<file path="config.mk">
export PLATFORM = sky130hd
export DESIGN_NAME = jlvp_alu
export DESIGN_NICKNAME = d
export VERILOG_FILES = /design/src/rtl/core/jlvp_pkg.sv /design/src/rtl/core/jlvp_alu.sv
export SDC_FILE = /design/constraint.sdc
export NUM_CORES = 2
export LEC_CHECK = 0
export ABC_CLOCK_PERIOD_IN_PS = 27300
export BUFFER_PORTS_ARGS = -buffer_cell sky130_fd_sc_hd__buf_2
export CAP_MARGIN = 20
export CORE_UTILIZATION = 70
export CTS_BUF_LIST = sky130_fd_sc_hd__clkbuf_8 sky130_fd_sc_hd__clkbuf_16
export CTS_CLUSTER_SIZE = 16
export DETAILED_ROUTE_END_ITERATION = 8
export PLACE_DENSITY = 0.88
export SLEW_MARGIN = 15
export SYNTH_ARGS = -nofsm -noshare
export SYNTH_HDL_FRONTEND = slang
export SYNTH_SLANG_ARGS = --single-unit
export TNS_END_PERCENT = 100
</file>
<file path="constraint.sdc">
create_clock -name clk -period 27.3 [get_ports clk]
set_input_delay 2.73 -clock clk [delete_from_list [all_inputs] [get_ports clk]]
set_output_delay 2.73 -clock clk [all_outputs]
set_load 0.01 [all_outputs]
</file>
<file path="src/rtl/core/jlvp_pkg.sv">
`timescale 1ns / 1ps

package jlvp_pkg;

  localparam int DW = 32;
  localparam int FB = 16;
  localparam int ACL_W = 31;
  localparam int JKL_W = 31;
  localparam int SP_W = 17;
  localparam int CFG_AW = 2;
  localparam int CFG_DW = 31;

  // dead band round(0.1 * 2^FB)
  localparam logic signed [DW-1:0] BAND = DW'(((64'd1 << FB) + 64'd5) / 64'd10);
  localparam logic signed [DW-1:0] SMAX = {1'b0, {(DW-1){1'b1}}};
  localparam logic signed [DW-1:0] SMIN = {1'b1, {(DW-1){1'b0}}};

  localparam logic [1:0] KIND_ACTIVE = 2'd2;

  localparam logic [CFG_AW-1:0] REG_ACCEL_LIMIT = 2'd0;
  localparam logic [CFG_AW-1:0] REG_JERK_LIMIT = 2'd1;
  localparam logic [CFG_AW-1:0] REG_SAMPLE_PERIOD = 2'd2;

  typedef enum logic [2:0] {
    OP_ADD,
    OP_SUB,
    OP_MUL,
    OP_DIV,
    OP_SQRT
  } alu_op_t;

  typedef struct packed {
    logic start;
    alu_op_t op;
    logic signed [DW-1:0] a;
    logic signed [DW-1:0] b;
  } alu_req_t;

  typedef struct packed {
    logic done;
    logic signed [DW-1:0] y;
  } alu_rsp_t;

endpackage

</file>
<file path="src/rtl/core/jlvp_alu.sv">
`timescale 1ns / 1ps

module jlvp_alu (
  input  logic               clk,
  input  logic               rst_n,
  input  jlvp_pkg::alu_req_t req,
  output jlvp_pkg::alu_rsp_t rsp
);

  typedef enum logic [1:0] {
    A_IDLE,
    A_MUL2,
    A_DIV,
    A_SQRT
  } alu_state_t;

  alu_state_t st_r;
  logic done_r;
  logic signed [31:0] y_r;
  logic [63:0] prod_r;
  logic neg_r;
  logic [47:0] num_r;
  logic [31:0] den_r;
  logic [31:0] rem_r;
  logic [27:0] srem_r;
  logic [23:0] root_r;
  logic [5:0] cnt_r;

  logic [32:0] trial;
  logic qbit;
  logic [27:0] str;
  logic [27:0] sts;
  logic sbit;

  function automatic logic [31:0] mag32(input logic signed [31:0] v);
    return v[31] ? (~v + 32'd1) : v;
  endfunction

  function automatic logic signed [31:0] sat33(input logic signed [32:0] s);
    if (s[32] != s[31]) return s[32] ? jlvp_pkg::SMIN : jlvp_pkg::SMAX;
    return s[31:0];
  endfunction

  function automatic logic signed [31:0] from_mag(input logic neg, input logic [47:0] m);
    if (neg) begin
      if (m >= 48'h8000_0000) return jlvp_pkg::SMIN;
      return 32'd0 - m[31:0];
    end
    if (m >= 48'h8000_0000) return jlvp_pkg::SMAX;
    return m[31:0];
  endfunction

  always_comb begin
    trial = {rem_r, num_r[47]};
    qbit = (trial >= {1'b0, den_r});
    str = {srem_r[25:0], num_r[47:46]};
    sts = {2'b00, root_r, 2'b01};
    sbit = (str >= sts);
  end

  always_ff @(posedge clk) begin
    if (!rst_n) begin
      st_r <= A_IDLE;
      done_r <= 1'b0;
    end else begin
      done_r <= 1'b0;
      unique case (st_r)
        A_IDLE: begin
          if (req.start) begin
            unique case (req.op)
              jlvp_pkg::OP_ADD: begin
                y_r <= sat33({req.a[31], req.a} + {req.b[31], req.b});
                done_r <= 1'b1;
              end
              jlvp_pkg::OP_SUB: begin
                y_r <= sat33({req.a[31], req.a} - {req.b[31], req.b});
                done_r <= 1'b1;
              end
              jlvp_pkg::OP_MUL: begin
                prod_r <= mag32(req.a) * mag32(req.b);
                neg_r <= req.a[31] ^ req.b[31];
                st_r <= A_MUL2;
              end
              jlvp_pkg::OP_DIV: begin
                if (req.b == '0) begin
                  y_r <= '0;
                  done_r <= 1'b1;
                end else begin
                  num_r <= {mag32(req.a), 16'd0};
                  den_r <= mag32(req.b);
                  rem_r <= '0;
                  neg_r <= req.a[31] ^ req.b[31];
                  cnt_r <= 6'd47;
                  st_r <= A_DIV;
                end
              end
              jlvp_pkg::OP_SQRT: begin
                // negative radicand clamps to zero
                if (req.a[31] || req.a == '0) begin
                  y_r <= '0;
                  done_r <= 1'b1;
                end else begin
                  num_r <= {req.a, 16'd0};
                  srem_r <= '0;
                  root_r <= '0;
                  cnt_r <= 6'd23;
                  st_r <= A_SQRT;
                end
              end
              default: begin
                y_r <= '0;
                done_r <= 1'b1;
              end
            endcase
          end
        end
        A_MUL2: begin
          y_r <= from_mag(neg_r, prod_r[63:16]);
          done_r <= 1'b1;
          st_r <= A_IDLE;
        end
        A_DIV: begin
          // quotient bits shift in behind the dividend
          rem_r <= qbit ? 32'(trial - {1'b0, den_r}) : trial[31:0];
          num_r <= {num_r[46:0], qbit};
          cnt_r <= cnt_r - 6'd1;
          if (cnt_r == '0) begin
            y_r <= from_mag(neg_r, {num_r[46:0], qbit});
            done_r <= 1'b1;
            st_r <= A_IDLE;
          end
        end
        A_SQRT: begin
          srem_r <= sbit ? (str - sts) : str;
          root_r <= {root_r[22:0], sbit};
          num_r <= {num_r[45:0], 2'b00};
          cnt_r <= cnt_r - 6'd1;
          if (cnt_r == '0) begin
            y_r <= {8'd0, root_r[22:0], sbit};
            done_r <= 1'b1;
            st_r <= A_IDLE;
          end
        end
        default: st_r <= A_IDLE;
      endcase
    end
  end

  assign rsp.done = done_r;
  assign rsp.y = y_r;

endmodule

</file>
==> qor.yml <==
status: "finished, violations left"
violations: "DRC"
vias: 48800
grt-ovfl-total: 0
period_needed_ns: 13.68
rsz0062_at_grt: "no"
hpwl_um: 155000
hold_path.class: "register to register"
hp-start: "rem_r[24]"
drive_above_1_share_pct: 7.00
crit_type: "input port to register"
postSynthCellCount: 6168
avgSynthCellArea_um2: 8.64
ant_nets: 0
period_share_pct: 50.1
grt_max_degree: 92
yosys_warnings: 0
routed_wl_um: 203000
cts_resized: 0
min_to: "rem_r[25]"
synthFlopType: "edfxtp_1"
r2r_slack_ns: 20.68
drcViolationCount: 1
num_rows: 100
drv_cap: 0
setup_ws_ns: 13.62
critPathArrivalTime_ns: 14.09
worst_pin_slew_ns: 1.22
cts-buffers-inserted: 30
reg2reg_to: "y_r[30]"
clk_pin_slew_ns: 0.07
cp-end-kind: "register"
cts_setup_buffers: 0
io_pins: 103
clk_latency_ns: 0.64
synth_nets: 7523
synth_edf_count: 249
slew_headroom_pct: 18.8
chipHeight_um: 278
r2r-start: "den_r[20]"
path_common_cell: "fa_1"
placed_area_um2: 55300
r2r_cells: 19
fin_setup_tns_ns: 0
die_area_um2: 77300
synth_async_sr_flop_share_pct: 0
synth-seq-cells: 252
cp-start-kind: "input port"
antenna_found_initial: 20
fmax_mhz: 73.1
portBuffers: 102
cts_tree: "done"
grt_pass1_wl_um: 299000
dr.pass1.iters: 9
clock-sinks: 252
cts_max_level: 1
slowest_delay_ns: 0.85
cts-root-buf: "clkbuf_16"
die_w_um: 278
worstPathRequired_ns: 27.71
viasPerCell: 6.84
ctsHoldBuffers: 0
grt_pass1_vias: 50100
first_iter_violations: 6882
coreArea_um2: 74900
yosysSeqAreaShare_pct: 14.1
grt_usage_pct: 52.7
critPathMaxFanout: 27
postLayoutCoreUtil_pct: 75.2
cp.buffers_inverters: 11
pre_cts_ws_ns: 13.47
area_delta_synth_final_pct: 5.77
critPathSlowestCell: "inv_1"
path_delay_family: "adder cells"
fin_skew_ns: 0.0611
maxSlewViolCount: 0
hold_depth: 2
initial_core_util_pct: 71.1
setup_violations: 0
ys_types: 102
final_area_um2: 56400
hold_viol_final: 0
synth_area_um2: 53300
clk_path_buf_depth: 3
final_net_count: 7482
wire_per_inst_um: 28.5
routabilityCongestion: 1.07
==> per-stage QoR <==
stage,hold slack (ns),instances
CTS,0.588,7115
global route,0.610,7122
finish,0.598,7128
detailed placement,0.589,7063
floorplan,0.542,6168
global placement,0.568,7063
==> synth_stat cells (33+ instances only) <==
| cell type | number | area share, % |
|---|---|---|
| nand3_1 | 59 | 0.55 |
| ha_1 | 387 | 9.1 |
| a21o_1 | 71 | 1.0 |
| nor2b_1 | 49 | 0.58 |
| xnor2_1 | 173 | 2.8 |
| nor2_1 | 801 | 5.6 |
| clkbuf_1 | 242 | 1.7 |
| fa_1 | 898 | 34 |
| mux2i_1 | 72 | 1.4 |
| edfxtp_1 | 249 | 14 |
| o21ai_0 | 207 | 1.9 |
| nand2_1 | 720 | 5.1 |
| inv_1 | 1066 | 7.5 |
| nand4_1 | 33 | 0.39 |
| a21oi_1 | 260 | 2.4 |
| xor2_1 | 72 | 1.2 |
| a31oi_1 | 52 | 0.61 |
| nor3_1 | 85 | 0.80 |
| nor4_1 | 36 | 0.42 |
==> how the worst max path moves through the flow <==
| stage | cells after the start | slack (ns) | from | to |
|---|---|---|---|---|
| floorplan | 35 | 14.92 | req[43] | prod_r[61] |
| global placement | 33 | 13.61 | req[45] | prod_r[61] |
| detailed placement | 33 | 13.47 | req[38] | prod_r[61] |
| CTS | 33 | 14.14 | req[45] | prod_r[61] |
| global route | 36 | 13.53 | req[0] | prod_r[61] |
| finish | 36 | 13.62 | req[0] | prod_r[61] |
==> layout by cell type (no fill, tap or decap), drive strengths merged, types with 21 or more instances in the layout <==
| master | count |
|---|---|
| nand2 | 730 |
| and3 | 21 |
| buf | 235 |
| nor2 | 811 |
| a211oi | 30 |
| nand2b | 31 |
| and2 | 26 |
| a21o | 71 |
| mux2i | 73 |
| o22ai | 22 |
| nor3 | 86 |
| xor2 | 74 |
| o211ai | 24 |
| or3 | 33 |
| xnor2 | 174 |
| o21a | 22 |
| or4 | 22 |
| o31ai | 32 |
| nor2b | 49 |
| o21ai | 214 |
| nand4 | 33 |
| inv | 1071 |
| ha | 387 |
| nor4 | 36 |
| a21oi | 260 |
| edfxtp | 249 |
| nand3 | 59 |
| a31oi | 52 |
| clkbuf | 30 |
| fa | 898 |
| o21bai | 31 |
==> state kept, by name, summed over array words and instances (netlist names) <==
signal,count
root_r,24
rem_r,32
srem_r,26
done_r,1
num_r,48
cnt_r,6
prod_r,48
neg_r,1
den_r,32
st_r,2
y_r,32
==> logic make-up after synthesis <==
| family | after synthesis | share of synthesized area, % |
|---|---|---|
| AOI/OAI and AO/OA | 918 | 11.1 |
| xor gates and xnor gates | 248 | 4.12 |
| adders and majority gates | 1285 | 42.8 |
| buffers and inverters | 1386 | 9.94 |
| DFF | 252 | 14.1 |
| muxes | 92 | 1.78 |
| and+or+nand+nor | 1987 | 16.1 |
==> layout make-up <==
| class | instances | area [um^2] |
|---|---|---|
| inverter | 1078 | 4050 |
| multi-input combinational | 4530 | 41000 |
| clock inverter | 22 | 264 |
| fill | 4978 | 18600 |
| timing repair buffer | 235 | 1510 |
| clock buffer | 30 | 751 |
| tap | 969 | 1210 |
| sequential | 252 | 7540 |
| antenna | 12 | 30.0 |
==> worst min-delay path: cells and delay by family (launching register included) <==
family / cells / cell delay, ns
AND/OR/NAND/NOR: 1 / 0.09
AO/OA/AOI/OAI: 1 / 0.08
flip-flops: 1 / 0.37
==> layer usage <==
| layer | vias up | track usage, % | wire [um] |
|---|---|---|---|
| met3 | 1505 | 22.5 | 32200 |
| met5 | - | 0 | 199 |
| met4 | 26 | 40.6 | 20600 |
| met2 | 4333 | 75.9 | 83700 |
| li1 | 19600 | - | - |
| met1 | 23300 | 62.3 | 66300 |
Power is not shown: default switching activity piles up to over one toggle a cycle in this logic, so the estimate is an artifact.
